==> config.mk <==
export PLATFORM = sky130hd
export DESIGN_NAME = seven_segment_lcd_ram_mapper_core
export DESIGN_NICKNAME = d
export VERILOG_FILES = /design/src/hw/rtl/slcd_pkg.sv /design/src/hw/rtl/slcd_ram.sv /design/src/hw/rtl/slcd_div10.sv /design/src/hw/rtl/seven_segment_lcd_ram_mapper_core.sv
export SDC_FILE = /design/constraint.sdc
export NUM_CORES = 1
export LEC_CHECK = 0
export BUFFER_PORTS_ARGS = -buffer_cell sky130_fd_sc_hd__buf_2
export CAP_MARGIN = 0
export CORE_UTILIZATION = 35
export DETAILED_ROUTE_END_ITERATION = 8
export PLACE_DENSITY = 0.57
export SYNTH_ARGS = -nofsm -noshare
export SYNTH_HDL_FRONTEND = slang
export SYNTH_HIERARCHICAL = 1
export SYNTH_SLANG_ARGS = --single-unit
==> constraint.sdc <==
create_clock -name clk -period 10.6 [get_ports clk]
set_input_delay 0.53 -clock clk [delete_from_list [all_inputs] [get_ports clk]]
set_output_delay 0.53 -clock clk [all_outputs]
set_load 0.02 [all_outputs]
==> src/hw/rtl/slcd_pkg.sv <==
// slcd_pkg: shared types, defaults and decode tables for the segment lcd mapper
// no dependencies; imported by slcd_div10, the mapper core, slcd_checker and tb_top

package slcd_pkg;

  // default build-time sizes
  localparam int DIGIT_COUNT_DEF   = 6;
  localparam int SEGMENT_LINES_DEF = 40;
  localparam int COMMON_COUNT_DEF  = 4;

  // fixed field widths
  localparam int ENTRY_W  = 4;
  localparam int INDEX_W  = 6;
  localparam int VALUE_W  = 32;
  localparam int QUOT_W   = 29;
  localparam int SEG_LAST = 6;

  // result of the shared divide-by-ten unit
  typedef struct packed {
    logic              done;
    logic [QUOT_W-1:0] quot;
    logic [3:0]        rem;
  } div_res_t;

  // seven-segment pattern, bit 0 = segment a
  function automatic logic [6:0] glyph(input logic [3:0] digit);
    logic [6:0] pat;
    case (digit)
      4'd0:    pat = 7'b0111111;
      4'd1:    pat = 7'b0000110;
      4'd2:    pat = 7'b1011011;
      4'd3:    pat = 7'b1001111;
      4'd4:    pat = 7'b1100110;
      4'd5:    pat = 7'b1101101;
      4'd6:    pat = 7'b1111101;
      4'd7:    pat = 7'b0000111;
      4'd8:    pat = 7'b1111111;
      4'd9:    pat = 7'b1101111;
      default: pat = 7'b0000000;
    endcase
    return pat;
  endfunction

  // segment line for (position, segment); only position 0 is wired
  function automatic logic [INDEX_W-1:0] map_line(input logic [2:0] pos,
                                                  input logic [2:0] seg);
    logic [INDEX_W-1:0] ln;
    ln = '0;
    if (pos == 3'd0) begin
      case (seg)
        3'd0:    ln = 6'd15;
        3'd1:    ln = 6'd16;
        3'd2:    ln = 6'd16;
        3'd3:    ln = 6'd15;
        3'd4:    ln = 6'd16;
        3'd5:    ln = 6'd16;
        3'd6:    ln = 6'd17;
        default: ln = '0;
      endcase
    end
    return ln;
  endfunction

  // backplane for (position, segment)
  function automatic logic [1:0] map_com(input logic [2:0] pos,
                                         input logic [2:0] seg);
    logic [1:0] cm;
    cm = '0;
    if (pos == 3'd0) begin
      case (seg)
        3'd0:    cm = 2'd0;
        3'd1:    cm = 2'd0;
        3'd2:    cm = 2'd2;
        3'd3:    cm = 2'd3;
        3'd4:    cm = 2'd3;
        3'd5:    cm = 2'd1;
        3'd6:    cm = 2'd2;
        default: cm = '0;
      endcase
    end
    return cm;
  endfunction

endpackage

==> src/hw/rtl/slcd_ram.sv <==
// slcd_ram: generic single-write, single-read memory with registered read
// no dependencies

module slcd_ram #(
  parameter int WIDTH = 4,
  parameter int DEPTH = 40
) (
  input  logic                     clk,
  input  logic                     we,
  input  logic [$clog2(DEPTH)-1:0] waddr,
  input  logic [WIDTH-1:0]         wdata,
  input  logic [$clog2(DEPTH)-1:0] raddr,
  output logic [WIDTH-1:0]         rdata
);

  logic [WIDTH-1:0] mem [DEPTH];
  logic [WIDTH-1:0] rdata_r;

  // write port and registered read port
  always_ff @(posedge clk) begin
    if (we) begin
      mem[waddr] <= wdata;
    end
    rdata_r <= mem[raddr];
  end

  assign rdata = rdata_r;

endmodule

==> src/hw/rtl/slcd_div10.sv <==
// slcd_div10: shared divide-by-ten unit, reciprocal multiply, remainder by subtraction
// depends on slcd_pkg for the field widths and the result struct

module slcd_div10
  import slcd_pkg::*;
(
  input  logic               clk,
  input  logic               rst_n,
  input  logic               start,
  input  logic [VALUE_W-1:0] value,
  output div_res_t           res
);

  localparam logic [VALUE_W-1:0] Magic = 32'hCCCCCCCD;

  logic [2*VALUE_W-1:0] prod_r;
  logic [VALUE_W-1:0]   val_r;
  logic                 stg_r;
  logic [QUOT_W-1:0]    quot_r;
  logic [3:0]           rem_r;
  logic                 done_r;

  logic [QUOT_W-1:0]    q;
  logic [VALUE_W-1:0]   q10;
  logic [VALUE_W-1:0]   diff;

  // quotient is the product shifted by 35, remainder by subtracting 10q
  always_comb begin
    q    = prod_r[2*VALUE_W-1:35];
    q10  = {q, 3'b000} + {2'b00, q, 1'b0};
    diff = val_r - q10;
  end

  // control flags
  always_ff @(posedge clk) begin
    if (!rst_n) begin
      stg_r  <= 1'b0;
      done_r <= 1'b0;
    end else begin
      stg_r  <= start;
      done_r <= stg_r;
    end
  end

  // datapath
  always_ff @(posedge clk) begin
    if (start) begin
      prod_r <= {{VALUE_W{1'b0}}, value} * {{VALUE_W{1'b0}}, Magic};
      val_r  <= value;
    end
    if (stg_r) begin
      quot_r <= q;
      rem_r  <= diff[3:0];
    end
  end

  assign res = '{done: done_r, quot: quot_r, rem: rem_r};

endmodule

==> src/hw/rtl/seven_segment_lcd_ram_mapper_core.sv <==
// seven_segment_lcd_ram_mapper_core: display memory mapper for a 1/4-duty lcd
// depends on slcd_pkg, slcd_ram and slcd_div10
//
// input channel (in_valid/in_ready) takes one word: mode, value, position.
//   mode 0: value is split into DIGIT_COUNT decimal digits, each drawn
//           through the segment map with read-modify-write of the memory.
//   mode 1: draws digit value at position; ignored if position or digit
//           is out of range. mode 3 is ignored.
//   mode 2: dumps all SEGMENT_LINES entries on the result channel
//           (out_valid/out_ready), index order, out_last on the final one.
// in_ready is high only while the sequencer is idle; one word at a time.
// sequence: mode 0 runs a divide by ten per digit, then a read and a
//   write-back per segment through the registered ram read port; mode 1 runs
//   the read and write-back per segment only; a dump reads, loads the output
//   register and presents each entry, and starts the next once it is accepted.
// a stalled receiver holds the current entry; the dump resumes on accept.
// reset clears the per-entry valid bits, so the whole memory reads as zero
//   right after reset with no clearing pass.

module seven_segment_lcd_ram_mapper_core
  import slcd_pkg::*;
#(
  parameter int DIGIT_COUNT   = DIGIT_COUNT_DEF,
  parameter int SEGMENT_LINES = SEGMENT_LINES_DEF,
  parameter int COMMON_COUNT  = COMMON_COUNT_DEF
) (
  input  logic               clk,
  input  logic               rst_n,
  input  logic               in_valid,
  output logic               in_ready,
  input  logic [1:0]         in_mode,
  input  logic [VALUE_W-1:0] in_value,
  input  logic [2:0]         in_position,
  output logic               out_valid,
  input  logic               out_ready,
  output logic [INDEX_W-1:0] out_entry_index,
  output logic [ENTRY_W-1:0] out_entry_bits,
  output logic               out_last
);

  localparam int AW = $clog2(SEGMENT_LINES);

  localparam logic [1:0] MODE_NUMBER = 2'd0;
  localparam logic [1:0] MODE_DIGIT  = 2'd1;
  localparam logic [1:0] MODE_DUMP   = 2'd2;

  typedef enum logic [2:0] {
    S_IDLE,
    S_DIV,
    S_SEG_RD,
    S_SEG_WR,
    S_DUMP_RD,
    S_DUMP_LD,
    S_DUMP_OUT
  } state_t;

  state_t               state_r, state_nxt;
  logic                 mode_num_r, mode_num_nxt;
  logic [VALUE_W-1:0]   num_r, num_nxt;
  logic [3:0]           digit_r, digit_nxt;
  logic [2:0]           pos_r, pos_nxt;
  logic [2:0]           seg_r, seg_nxt;
  logic [AW-1:0]        idx_r, idx_nxt;
  logic [SEGMENT_LINES-1:0] vld_r, vld_nxt;
  logic                 out_valid_r, out_valid_nxt;
  logic [INDEX_W-1:0]   out_index_r, out_index_nxt;
  logic [ENTRY_W-1:0]   out_bits_r, out_bits_nxt;
  logic                 out_last_r, out_last_nxt;

  logic                 div_start;
  div_res_t             div_res;
  logic                 ram_we;
  logic [AW-1:0]        ram_waddr;
  logic [ENTRY_W-1:0]   ram_wdata;
  logic [AW-1:0]        ram_raddr;
  logic [ENTRY_W-1:0]   ram_rdata;

  logic [INDEX_W-1:0]   seg_line;
  logic [1:0]           seg_com;
  logic [6:0]           seg_pat;
  logic                 seg_on;
  logic                 seg_hit;
  logic [AW-1:0]        seg_addr;
  logic [ENTRY_W-1:0]   cur_bits;
  logic [ENTRY_W-1:0]   bit_mask;
  logic                 seg_done;
  logic                 digit_ok;

  // divider takes the value being loaded, so a fresh number starts at once
  slcd_div10 u_div (
    .clk   (clk),
    .rst_n (rst_n),
    .start (div_start),
    .value (num_nxt),
    .res   (div_res)
  );

  slcd_ram #(
    .WIDTH (ENTRY_W),
    .DEPTH (SEGMENT_LINES)
  ) u_ram (
    .clk   (clk),
    .we    (ram_we),
    .waddr (ram_waddr),
    .wdata (ram_wdata),
    .raddr (ram_raddr),
    .rdata (ram_rdata)
  );

  // segment target decode for the current position and segment
  always_comb begin
    seg_line = map_line(pos_r, seg_r);
    seg_com  = map_com(pos_r, seg_r);
    seg_pat  = glyph(digit_r);
    seg_on   = seg_pat[seg_r];
    seg_hit  = ({1'b0, seg_line} < 7'(SEGMENT_LINES)) &&
               ({1'b0, seg_com} < 3'(COMMON_COUNT));
    seg_addr = AW'(seg_line);
    bit_mask = ENTRY_W'(4'b0001 << seg_com);
    seg_done = (seg_r == 3'(SEG_LAST));
    digit_ok = ({1'b0, in_position} < 4'(DIGIT_COUNT)) && (in_value <= 32'd9);
  end

  // entries never written read as zero
  assign cur_bits = vld_r[ram_raddr] ? ram_rdata : '0;

  // sequencer
  always_comb begin
    state_nxt     = state_r;
    mode_num_nxt  = mode_num_r;
    num_nxt       = num_r;
    digit_nxt     = digit_r;
    pos_nxt       = pos_r;
    seg_nxt       = seg_r;
    idx_nxt       = idx_r;
    vld_nxt       = vld_r;
    out_valid_nxt = out_valid_r;
    out_index_nxt = out_index_r;
    out_bits_nxt  = out_bits_r;
    out_last_nxt  = out_last_r;
    div_start     = 1'b0;
    ram_we        = 1'b0;
    ram_waddr     = seg_addr;
    ram_wdata     = seg_on ? (cur_bits | bit_mask) : (cur_bits & ~bit_mask);
    ram_raddr     = seg_addr;

    case (state_r)
      S_IDLE: begin
        if (in_valid) begin
          case (in_mode)
            MODE_NUMBER: begin
              mode_num_nxt = 1'b1;
              num_nxt      = in_value;
              pos_nxt      = '0;
              state_nxt    = S_DIV;
            end
            MODE_DIGIT: begin
              if (digit_ok) begin
                mode_num_nxt = 1'b0;
                digit_nxt    = in_value[3:0];
                pos_nxt      = in_position;
                seg_nxt      = '0;
                state_nxt    = S_SEG_RD;
              end
            end
            MODE_DUMP: begin
              idx_nxt   = '0;
              state_nxt = S_DUMP_RD;
            end
            default: begin
            end
          endcase
        end
      end

      // wait for the next decimal digit
      S_DIV: begin
        if (div_res.done) begin
          digit_nxt = div_res.rem;
          num_nxt   = VALUE_W'(div_res.quot);
          seg_nxt   = '0;
          state_nxt = S_SEG_RD;
        end
      end

      // read the target entry, or skip a target outside the memory
      S_SEG_RD: begin
        if (seg_hit) begin
          state_nxt = S_SEG_WR;
        end else if (!seg_done) begin
          seg_nxt = seg_r + 3'd1;
        end else if (mode_num_r && (pos_r != 3'(DIGIT_COUNT - 1))) begin
          pos_nxt   = pos_r + 3'd1;
          state_nxt = S_DIV;
        end else begin
          state_nxt = S_IDLE;
        end
      end

      // write back with the segment bit set or cleared
      S_SEG_WR: begin
        ram_we            = 1'b1;
        vld_nxt[seg_addr] = 1'b1;
        if (!seg_done) begin
          seg_nxt   = seg_r + 3'd1;
          state_nxt = S_SEG_RD;
        end else if (mode_num_r && (pos_r != 3'(DIGIT_COUNT - 1))) begin
          pos_nxt   = pos_r + 3'd1;
          state_nxt = S_DIV;
        end else begin
          state_nxt = S_IDLE;
        end
      end

      S_DUMP_RD: begin
        ram_raddr = idx_r;
        state_nxt = S_DUMP_LD;
      end

      // load the output register from the ram read
      S_DUMP_LD: begin
        ram_raddr     = idx_r;
        out_valid_nxt = 1'b1;
        out_index_nxt = INDEX_W'(idx_r);
        out_bits_nxt  = cur_bits;
        out_last_nxt  = (idx_r == AW'(SEGMENT_LINES - 1));
        state_nxt     = S_DUMP_OUT;
      end

      S_DUMP_OUT: begin
        if (out_ready) begin
          out_valid_nxt = 1'b0;
          if (out_last_r) begin
            state_nxt = S_IDLE;
          end else begin
            idx_nxt   = idx_r + AW'(1);
            state_nxt = S_DUMP_RD;
          end
        end
      end

      default: begin
        state_nxt = S_IDLE;
      end
    endcase

    // launch the divider on entering a digit
    if ((state_nxt == S_DIV) && (state_r != S_DIV)) begin
      div_start = 1'b1;
    end
  end

  // state and registered outputs
  always_ff @(posedge clk) begin
    if (!rst_n) begin
      state_r     <= S_IDLE;
      vld_r       <= '0;
      out_valid_r <= 1'b0;
      mode_num_r  <= 1'b0;
    end else begin
      state_r     <= state_nxt;
      vld_r       <= vld_nxt;
      out_valid_r <= out_valid_nxt;
      mode_num_r  <= mode_num_nxt;
    end
    num_r       <= num_nxt;
    digit_r     <= digit_nxt;
    pos_r       <= pos_nxt;
    seg_r       <= seg_nxt;
    idx_r       <= idx_nxt;
    out_index_r <= out_index_nxt;
    out_bits_r  <= out_bits_nxt;
    out_last_r  <= out_last_nxt;
  end

  assign in_ready        = (state_r == S_IDLE);
  assign out_valid       = out_valid_r;
  assign out_entry_index = out_index_r;
  assign out_entry_bits  = out_bits_r;
  assign out_last        = out_last_r;

endmodule

Word level (Yosys, flattened, before mapping)
Memories as Yosys holds them, arrays and structs flattened. A register that Yosys moved wholly into a read port is not among the register bits.
Cells that the tools add are included.

word-level totals
  flip-flop bits (word level) = 207
  bits in read-only memories = 112
  memory bits (writable) = 160
  word-level logic and storage cells = 153
  output and inout bits = 13
  memories = 2

memories
  memory           depth  width  read ports  clocked after memory_dff  write ports  RTL line        text
  u_ram.mem        40     4      1           1                         1            slcd_ram.sv:16  logic [WIDTH-1:0] mem [DEPTH];
  (no name shown)  16     7      1           1                         0            slcd_pkg.sv:28  case (digit)

cells by class
  add/sub/neg operators = 5
  bitwise operators = 4
  shifts and indexed selects = 1
  reductions and logical operators = 25
  order comparisons = 7
  $mul = 1
  equality and inequality tests = 29
  multiplexer cells = 61

operator list
  cell                                                        number
  two-way mux 32 bit                                          3
  multiplier 32 x 32 -> 64 bit, second input constant         1
  one-hot mux 32 bit (2 select lines)                         1
  two-way mux 3 bit                                           19
  bitwise OR 40 bit                                           1
  two-way mux 6 bit                                           6
  <= comparator 32 x 4 -> 1 bit, second input constant        1
  two-way mux 4 bit                                           7
  one-hot mux 3 bit (7 select lines)                          1
  equality test 3 bit, second input constant                  6
  one-hot mux 3 bit (3 select lines)                          2
  one-hot mux 5 bit (3 select lines)                          1
  AND reduction 5 bit                                         3
  less-than comparator 6 x 7 -> 1 bit, second input constant  2
  equality test 3 x 2 -> 1 bit, second input constant         4
  one-hot mux 3 bit (4 select lines)                          1
  one-hot mux 6 bit (2 select lines)                          1
  two-way mux 1 bit                                           10
  inequality test 2 bit, second input constant                5
  equality test 3 x 1 -> 1 bit, second input constant         3
  logical NOT 3 bit                                           3
  inequality test 2 x 1 -> 1 bit, second input constant       4
  one-hot mux 4 bit (2 select lines)                          1
  nonzero test 2 bit                                          4
  other kinds (33)                                            43

Longest topological paths before layout
Gate-level depths: netlist of run 1.

  word-level depth = 10
  mapped depth = 32
  depth with buffers taken out = 31

By module
The synthesis of run 1 kept the hierarchy.

by module, submodules not included
  module                             area each (um2)  times used  seq. area each (um2)  cells each
  slcd_div10                         19063.3          1           2021.9                1804
  slcd_ram                           6721.4           1           4884.7                385
  seven_segment_lcd_ram_mapper_core  4111.4           1           1851.8                437

Worst setup path before layout of run 1
OpenSTA, ideal clock, no wires.

  path type = flip-flop to flip-flop
  start = register state_r[2]
  end = register u_div.prod_r[63], data pin
  setup slack = 2201 ps
  clock period less this slack = 8399 ps
  arrival = 8139 ps
  data required time = 10340 ps
  stages on the path, launching flop included = 32
  setup time = 260 ps
  cell sequence = dfxtp_1 buf_6 nor3_1 and3_1 clkbuf_1 buf_2 a222oi_1 inv_1 ha_1 clkbuf_1 xnor2_1 o21ai_0 fa_1 inv_1 fa_1 fa_1 inv_1 fa_1 fa_1 inv_1 fa_1 inv_1 ha_1 a21oi_1 o21ai_1 nor2_1 a2111oi_4 o31ai_4 a21oi_4 a41oi_4 a211o_1 xnor2_1

on the way
  word-level cells in the longest chain between the ends = 3
  elaborated cells on any way between the ends = 4
  classes of those cells = mul: 1; eq/ne: 1; mux: 1; reduce/logical: 1

RTL lines
  what                                 RTL line                                  text
  start, declared                      seven_segment_lcd_ram_mapper_core.sv:57   state_t state_r, state_nxt;
  start signal, assigned               seven_segment_lcd_ram_mapper_core.sv:261  state_r <= state_nxt;
  logical NOT 3 bit                    --
  named net in_ready                   seven_segment_lcd_ram_mapper_core.sv:30   output logic in_ready,
  one-hot mux 32 bit (2 select lines)  seven_segment_lcd_ram_mapper_core.sv:147  case (state_r)
  named net num_nxt[9]                 seven_segment_lcd_ram_mapper_core.sv:59   logic [VALUE_W-1:0] num_r, num_nxt;
  multiplier 32 x 32 -> 64 bit         slcd_div10.sv:48                          prod_r <= {{VALUE_W{1'b0}}, value} * {{VALUE_W{1'b0}}, Magic};
  end signal, assigned                 slcd_div10.sv:48
  end, declared                        slcd_div10.sv:16                          logic [2*VALUE_W-1:0] prod_r;

The timed path passes the listed nets, and every way through them passes these cells.
A chain may end at the register's enable or synchronous reset.

Worst setup path after layout of run 1
  start = register state_r[2]
  end = register u_div.prod_r[58], data pin

on the way
  word-level cells in the longest chain between the ends = 3
  elaborated cells on any way between the ends = 4
  classes of those cells = mul: 1; eq/ne: 1; mux: 1; reduce/logical: 1

RTL lines
  what                                                               RTL line
  equality test 3 x 1 -> 1 bit or logical NOT 3 bit (tied branches)  seven_segment_lcd_ram_mapper_core.sv:147
  one-hot mux 32 bit (2 select lines) (*)                            seven_segment_lcd_ram_mapper_core.sv:147
  named net num_nxt[2]                                               seven_segment_lcd_ram_mapper_core.sv:59
  multiplier 32 x 32 -> 64 bit (*)                                   slcd_div10.sv:48

Mark *: on every way through the listed nets, which the timed path passes. The rest lies on a longest branch.

==> flow_summary.toml, run 1 <==
[grt]
use_met1 = 0.2497
antenna_found_initial = 0
grt_max_degree = 41
grt_util_met3 = 0.01961
grt_pass1_vias = 19542
overflow = 0
grt_use_total = 0.1828
use_met2 = 0.3071
grt_pass1_wl_mm = 118.8
top_usage_layer = "met2"

[sta]
hold_violations = 0
hold_slack_ps = 219.8
slew_headroom = 0.08285
final_max_slew_viol_count = 0
finClkSkew_ps = 32.52
setup_viol_count_final = 0
rsz0062_at_grt = "false"
final.setup.tns_ps = 0
worst_pin_slew_ps = 1363
fin_crit_ps = 9898
fin_crit_sh = 0.9337
max_freq_ghz = 0.1010

[yosys]
yosys-top-cells-count = "inv_1, fa_1, ha_1, edfxtp_1, nor2_1"
netlist_area_mm2 = 0.02990
synth_edf_count = 253
synth_area_leader_cell = "fa_1"
synthFlopType = "edfxtp_1"
synth.distinct_cells = 95
yosysMostFrequentCell = "inv_1"
ys_async_sr_fraction = 0
synth-seq-cells = 311
ys.warnings.count = 6
synth_top_area_share = 0.2585
synth.area.top_cells = "fa_1, edfxtp_1, ha_1"
avgSynthCellArea_um2 = 11.38
seq_area_frac_synth = 0.2930
synthCells = 2626

[cells_and_area]
n_fill_cell = 8287
drive_above_1_share = 0.07433
area_growth_pct = 8.592
multi_input_area_mm2 = 0.01838
nets = 3476
ff_latch_area_mm2 = 0.008758

[clock_tree]
post_cts_buffers = 0
ctsRootBufferMaster = "clkbuf_16"
htree_num_levels = 1
cts_buffers = 30
cts_tree = "built"
clk_latency_ps = 590
clock-sinks = 311
clock_path_buffers = 3
path_clk_slew_ps = 70

[route]
firstDrtPassIters = 8
wl_mm = 77.27
first_iter_violations = 1184
drc_errors = 0
wl_per_cell_um = 20.13
viasPerCell = 4.881
antenna_left = 0
vias = 18738

[placement]
io_buffers = 53
hpwlAfterDp_mm = 64.81
gp_congestion = 0.9385

[setup_path]
path_buf_inv = 5
end_kind = "flip-flop"
startpoint_type = "flip-flop"
cp_common_cell = "fa_1"
required_ps = 10980
worst_ep_arrival_time_ps = 10270
cpLargestDelayFamily = "adder cells"
worst_path_max_delay_cell = "fa_1"
critPathMaxFanout = 19
cpPeakStageDelay_ps = 640
worstSetupPathType = "reg -> reg"

[run]
max-cap-violations = 0

[floorplanning]
core_mm2 = 0.08409
placementRows = 106
die_h_um = 294.3
die_area_mm2 = 0.08659
initial_utilization = 0.3555
io_pins = 54
fp.dieW_um = 294.3

[run_status]
status = "finished clean"

[min_path]
min_path_type = "in -> reg"
-- routing by layer --
layer / vias up / routed length (µm)
met5: - / 0
met4: 0 / 2214
met3: 97 / 3546
met2: 468 / 37110
met1: 9406 / 34410
li1: 8767 / -
-- flip-flops by register name (all words and copies together) (netlist names), 6 cells and up --
name and count:
u_ram/mem 160, num_r 32, u_div/prod_r 31, u_div/quot_r 29
vld_r 8, seg_pat 7, idx_r 6, out_entry_index 6
-- through the flow --
step,area [µm²],utilization,instances,setup slack [ps]
global route,32460,0.3861,3838,201.8
global placement,31490,0.3745,3786,548.4
CTS,32460,0.3860,3838,447.3
detailed placement,31490,0.3745,3786,536.7
finish,32460,0.3861,3839,702.4
floorplan,29900,-,2628,2201
-- tightest hold or removal path, cell delays in order --
cell,delay [ps]
buf_2,80
nand2_1,40
o21ai_0,60
-- cells in the final DEF, fill, tap and decap left out, types with 43 or more instances in the layout --
cell      Yosys  layout
a21oi_1      84      84
buf_2         8      53
dfxtp_1      58      58
edfxtp_1    253     253
fa_1        386     386
ha_1        365     365
inv_1       658     658
mux2i_1      77      77
nand2_1      88      88
nor2_1       92      92
xnor2_1      44      44
xor2_1       43      43
-- final timing paths --
check                    from                to  slack [ps]  cells past startpoint
min            in_position[0]          pos_r[0]         220                      3
max reg2reg        state_r[2]  u_div/prod_r[58]         700                     28
min reg2reg  u_div/prod_r[49]  u_div/quot_r[14]         420                      0
max                state_r[2]  u_div/prod_r[58]         700                     28
-- area by class of cell --
cell class | instances | share of cell area
clock inverters | 17 | 0.005588
diodes | 1 | 0.00007708
multi-input cells | 1602 | 0.5660
well taps | 1134 | 0.04370
clock buffers | 35 | 0.02432
flip-flops and latches | 311 | 0.2698
inverters | 660 | 0.07635
repair buffers | 79 | 0.01418
-- cell families (layout without fill, tap and decap cells) --
group	Yosys count	count (layout)	share of synthesized area
adders and majority gates	751	751	0.4112
xor gates and xnor gates	87	87	0.02549
other	1	4	0.0001254
AOI/OAI and AO/OA	324	324	0.08186
muxes	93	93	0.03557
DFF	311	311	0.2930
buffers and inverters	715	791	0.09400
and+or+nand+nor	344	344	0.05876
-- timing repair --
item | 4_1_cts | 5_1_grt
setup endpoints to repair | 0 | 1
hold buffers | 0 | 0
resized for setup | 0 | 1
Power of run 1 is left out: the tool's default activity adds up to more than one toggle a clock period on the data nets, which glitch-free logic cannot reach.
==> run 2: changes to the inputs <==
Settings changed: PLACE_DENSITY 0.57 to 0.58, REMOVE_ABC_BUFFERS from default to 1, SYNTH_HIERARCHICAL 1 to default.
==> run 2 against run 1 <==
Final cell count is 8.8% lower. Synthesized area shrank 14%. Wire length shrank 0.24%. Sequential share of layout area is 6.1 points lower. Via count shrank 5.7%. Flip-flop and latch count shrank 96. Highest routed layer unchanged.
==> flow_summary.toml, run 2 <==
[run_status]
status = "finished clean"

[setup_path]
worstSetupPathType = "in -> reg"
crit_start = "in_mode[1]"
required_ps = 10860
cpPeakStageDelay_ps = 960
crit_path_end = "u_div.prod_r[61]"
startpoint_type = "input pin"
worst_ep_arrival_time_ps = 10190
timing.rr.end = "u_div.prod_r[61]"
end_kind = "flip-flop"
critPathMaxFanout = 14
ff2ff_setup_slack_ps = 750
worst_path_max_delay_cell = "a222oi_1"
r2r_start = "state_r[0]"
reg2regPathDepth = 30
cp_common_cell = "fa_1"

[cells_and_area]
final_cell_mix = "inv_1, fa_1, ha_1"
top_register = "u_ram.mem"
largestRegisters = "u_ram.mem: 64 flops, num_r: 32 flops"
nets = 3334
area_growth_pct = 9.804
antenna_cells = 0
final_common_cell = "inv_1"
largest_reg_flops = 64
drive_above_1_share = 0.06314

[route]
wl_mm = 77.09
vias = 17678
wl_per_cell_um = 22.02
viasPerCell = 5.051
drc_errors = 0
first_iter_violations = 1354
firstDrtPassIters = 9
antenna_left = 0

[floorplanning]
die_area_mm2 = 0.07430
io_pins = 54
placementRows = 98
initial_utilization = 0.3560
fp.dieW_um = 272.6
core_mm2 = 0.07198
die_h_um = 272.6

[clock_tree]
cts_tree = "built"
ctsRootBufferMaster = "clkbuf_16"
ctsHoldBuffers = 0
cts_buffers = 22
clock_path_buffers = 3
clock-sinks = 215
htree_num_levels = 1
clk_latency_ps = 530
cts_resized = 0
path_clk_slew_ps = 70

[grt]
overflow = 0
grt_max_degree = 35
grt_pass1_wl_mm = 117.3
grt_use_total = 0.2128
grt_pass1_vias = 19193
antenna_found_initial = 2

[yosys]
synth_area_leader_cell = "fa_1"
synth-seq-cells = 215
yosys-top-cells-count = "inv_1, fa_1, ha_1, edfxtp_1, nand2_1"
synth.area.top_cells = "fa_1, edfxtp_1, ha_1"
synth_top_area_share = 0.3015
synth_edf_count = 157
seq_area_frac_synth = 0.2293
synthFlopType = "edfxtp_1"
yosysMostFrequentCell = "inv_1"
ys_async_sr_fraction = 0
netlist_area_mm2 = 0.02563
ys.warnings.count = 0
synth.distinct_cells = 77
avgSynthCellArea_um2 = 10.62
synthCells = 2414

[placement]
gp_congestion = 1.028
io_buffers = 53
place_ws_ps = -268.8
hpwlAfterDp_mm = 66.26

[sta]
max_freq_ghz = 0.1006
final_max_slew_viol_count = 0
slew_headroom = 0.1848
finClkSkew_ps = 13.35
setup_viol_count_final = 0
hold_violations = 0
rsz0062_at_grt = "false"
fin_crit_sh = 0.9374
setup_slack_ps = 664.0
worst_pin_slew_ps = 1212
fin_crit_ps = 9936

[min_path]
min_path_type = "in -> reg"
worstHoldStart = "in_position[0]"

[run]
max-cap-violations = 0
## run 2: changes by cell type after synthesis, sizes merged, moves of 14 or more
cell	previous run	this run
edfxtp	253	157
mux2i	77	15
nand2	89	134
nor2	94	50
a22oi	18	1
buf	25	10
nand3	24	38
## run 2: cell type report
type	instances	area (µm²)
Sequential cell	215	5876
Timing Repair Buffer	94	573.1
Multi-Input combinational cell	1541	17260
Tap cell	950	1189
Inverter	661	2481
Clock inverter	9	135.1
Clock buffer	30	621.8
Fill cell	7026	43840
## run 2: metrics by stage
stage	area [µm²]	TNS (ps)	hold WS (ps)	instances	utilization
global placement	27370	-1151	401.7	3460	0.3803
global route	28140	0	307.8	3500	0.3909
detailed placement	27370	-3107	404.5	3460	0.3803
finish	28140	0	305.0	3500	0.3909
CTS	28130	0	283.8	3499	0.3908
floorplan	25610	0	400.3	2417	-
## run 2: cell families (layout without fill, tap and decap cells)
| family | after synthesis | in the layout | synth area share |
|---|---|---|---|
| and+or+nand+nor | 326 | 326 | 0.06123 |
| adders and majority gates | 758 | 758 | 0.4832 |
| other | 1 | 44 | 0.0001463 |
| DFF | 215 | 215 | 0.2293 |
| AOI/OAI and AO/OA | 309 | 309 | 0.08442 |
| buffers and inverters | 701 | 794 | 0.1037 |
| muxes | 24 | 24 | 0.01069 |
| xor gates and xnor gates | 80 | 80 | 0.02734 |
## run 2: timing repair
item	in CTS	in global routing
setup endpoints to repair	0	15
hold endpoints to repair	0	0
setup buffers	0	1
## run 2: how the worst min path moves through the flow
| stage | to | cells after the start |
|---|---|---|
| final | pos_r[0] | 3 |
| after detailed placement | u_div.quot_r[22] | 0 |
| after CTS | pos_r[0] | 3 |
| after global placement | u_div.quot_r[10] | 0 |
| after floorplan | u_div.quot_r[10] | 0 |
| after global routing | pos_r[0] | 3 |
## run 2: per-layer routing
metal	GRT usage	routed length, µm
met1	0.2777	32660
met2	0.3545	36370
met3	0.03277	4725
met4	0.08161	3336
met5	0	0
## run 2: worst max-delay path, delay by kind of cell
family,cells,cell delay [ps]
AOI/OAI and AO/OA,10,3270
xor gates and xnor gates,1,250
adders and majority gates,9,4320
and+or+nand+nor,4,1160
buffers and inverters,6,670
Power of run 2 is left out for the same reason.
==> run 3: changes to the inputs <==
Settings changed: RECOVER_POWER from default to 50.
==> run 3 against run 2 <==
The flow now finishes with violations (max-capacitance violations, max-slew violations). Die area stayed put. Highest routed layer unchanged. Final cell count did not move. Hold slack gained 6.4 ps. Clock skew rose by 1.4 ps.
==> flow_summary.toml, run 3 (synthesis gave the netlist of run 2 again) <==
[floorplanning]
io_pins = 54
initial_utilization = 0.3560
core_mm2 = 0.07198
fp.dieW_um = 272.6
die_h_um = 272.6
die_area_mm2 = 0.07430
placementRows = 98

[clock_tree]
clk_latency_ps = 530
clock-sinks = 215
htree_num_levels = 1
cts_buffers = 22
clock_path_buffers = 3
path_clk_slew_ps = 70
ctsRootBufferMaster = "clkbuf_16"
cts_tree = "built"
cts_resized = 0

[sta]
final_max_slew_viol_count = 35
slew_headroom = -0.3439
max_freq_ghz = 0.1004
fin_crit_ps = 9958
worst_pin_slew_ps = 2016
fin_crit_sh = 0.9395
finClkSkew_ps = 14.78
rsz0062_at_grt = "false"
hold_violations = 0
setup_viol_count_final = 0

[cells_and_area]
largest_reg_flops = 64
top_register = "u_ram.mem"
largestRegisters = "u_ram.mem: 64 flops, num_r: 32 flops"
n_fill_cell = 7042
stdcell_count = 3500
nets = 3334
finalInstanceArea_mm2 = 0.02807
antenna_cells = 0
area_growth_pct = 9.526
final_cell_mix = "inv_1, fa_1, ha_1"
drive_above_1_share = 0.05137
final_common_cell = "inv_1"
final_util = 0.3899

[setup_path]
critPathMaxFanout = 29
worst_ep_arrival_time_ps = 10220
ff2ff_setup_slack_ps = 640
worst_path_max_delay_cell = "a222oi_1"
required_ps = 10860
end_kind = "flip-flop"
startpoint_type = "flip-flop"
cpPeakStageDelay_ps = 790
cpLargestDelayFamily = "adder cells"
path_buf_inv = 6
cp_common_cell = "fa_1"
worstSetupPathType = "reg -> reg"

[grt]
overflow = 0
antenna_found_initial = 2
grt_util_met3 = 0.03277
grt_use_total = 0.2128
grt_pass1_wl_mm = 117.3
grt_max_degree = 35
top_usage_layer = "met2"
use_met1 = 0.2777
use_met2 = 0.3545
grt_pass1_vias = 19193

[placement]
placed_area_mm2 = 0.02737
hpwlAfterDp_mm = 66.26
placed_cells = 3460
io_buffers = 53
gp_congestion = 1.028

[route]
wl_per_cell_um = 21.99
antenna_left = 0
viasPerCell = 5.027
first_iter_violations = 1415
drc_errors = 0
wl_mm = 76.95
vias = 17596
firstDrtPassIters = 8

[min_path]
min_path_type = "in -> reg"

[run_status]
status = "finished with violations"
violations = "max-capacitance violations, max-slew violations"

[run]
max-cap-violations = 1
==> run 3: per-stage QoR <==
step	setup WS (ps)	setup TNS [ps]	hold slack, ps
after CTS	248.5	0	283.8
after floorplan	1716	0	400.3
after global routing	193.1	0	307.8
final	641.8	0	311.4
after global placement	-191.5	-1151	401.7
after detailed placement	-268.8	-3107	404.5
==> run 3: final timing paths <==
kind,startpoint,endpoint,depth (start not counted)
max,state_r[2],u_div.prod_r[61],28
min,in_position[0],pos_r[0],3
max reg2reg,state_r[2],u_div.prod_r[61],28
min reg2reg,u_div.prod_r[62],u_div.quot_r[27],0
==> run 3: worst reg2reg max path, delay by kind of cell, from the launching register on <==
family,cells,cell delay (ps)
AO/OA/AOI/OAI,9,2960
XOR/XNOR,1,250
adder cells (fa/ha/maj),9,4320
buffers and inverters,6,1140
flip-flops,1,340
AND/OR/NAND/NOR,3,710
==> run 3: final cells by class <==
cell class / count / area [µm²] / share of cell area
multi-input combinational: 1541 / 17240 / 0.6143
sequential: 215 / 5876 / 0.2093
inverter: 661 / 2481 / 0.08840
tap: 950 / 1189 / 0.04235
clock buffer: 30 / 621.8 / 0.02216
timing repair buffer: 94 / 521.8 / 0.01859
clock inverter: 9 / 135.1 / 0.004815
==> run 3: layer usage <==
| layer | vias up | wire, µm |
|---|---|---|
| met5 | - | 0 |
| met4 | 0 | 3311 |
| met3 | 152 | 4690 |
| met2 | 540 | 36310 |
| met1 | 8913 | 32640 |
| li1 | 7991 | - |
==> run 3: repair_timing <==
action,in CTS,in global routing
hold buffers,0,0
buffers inserted,0,1
endpoints found under the setup margin,0,15
Power of run 3 is left out for the same reason.
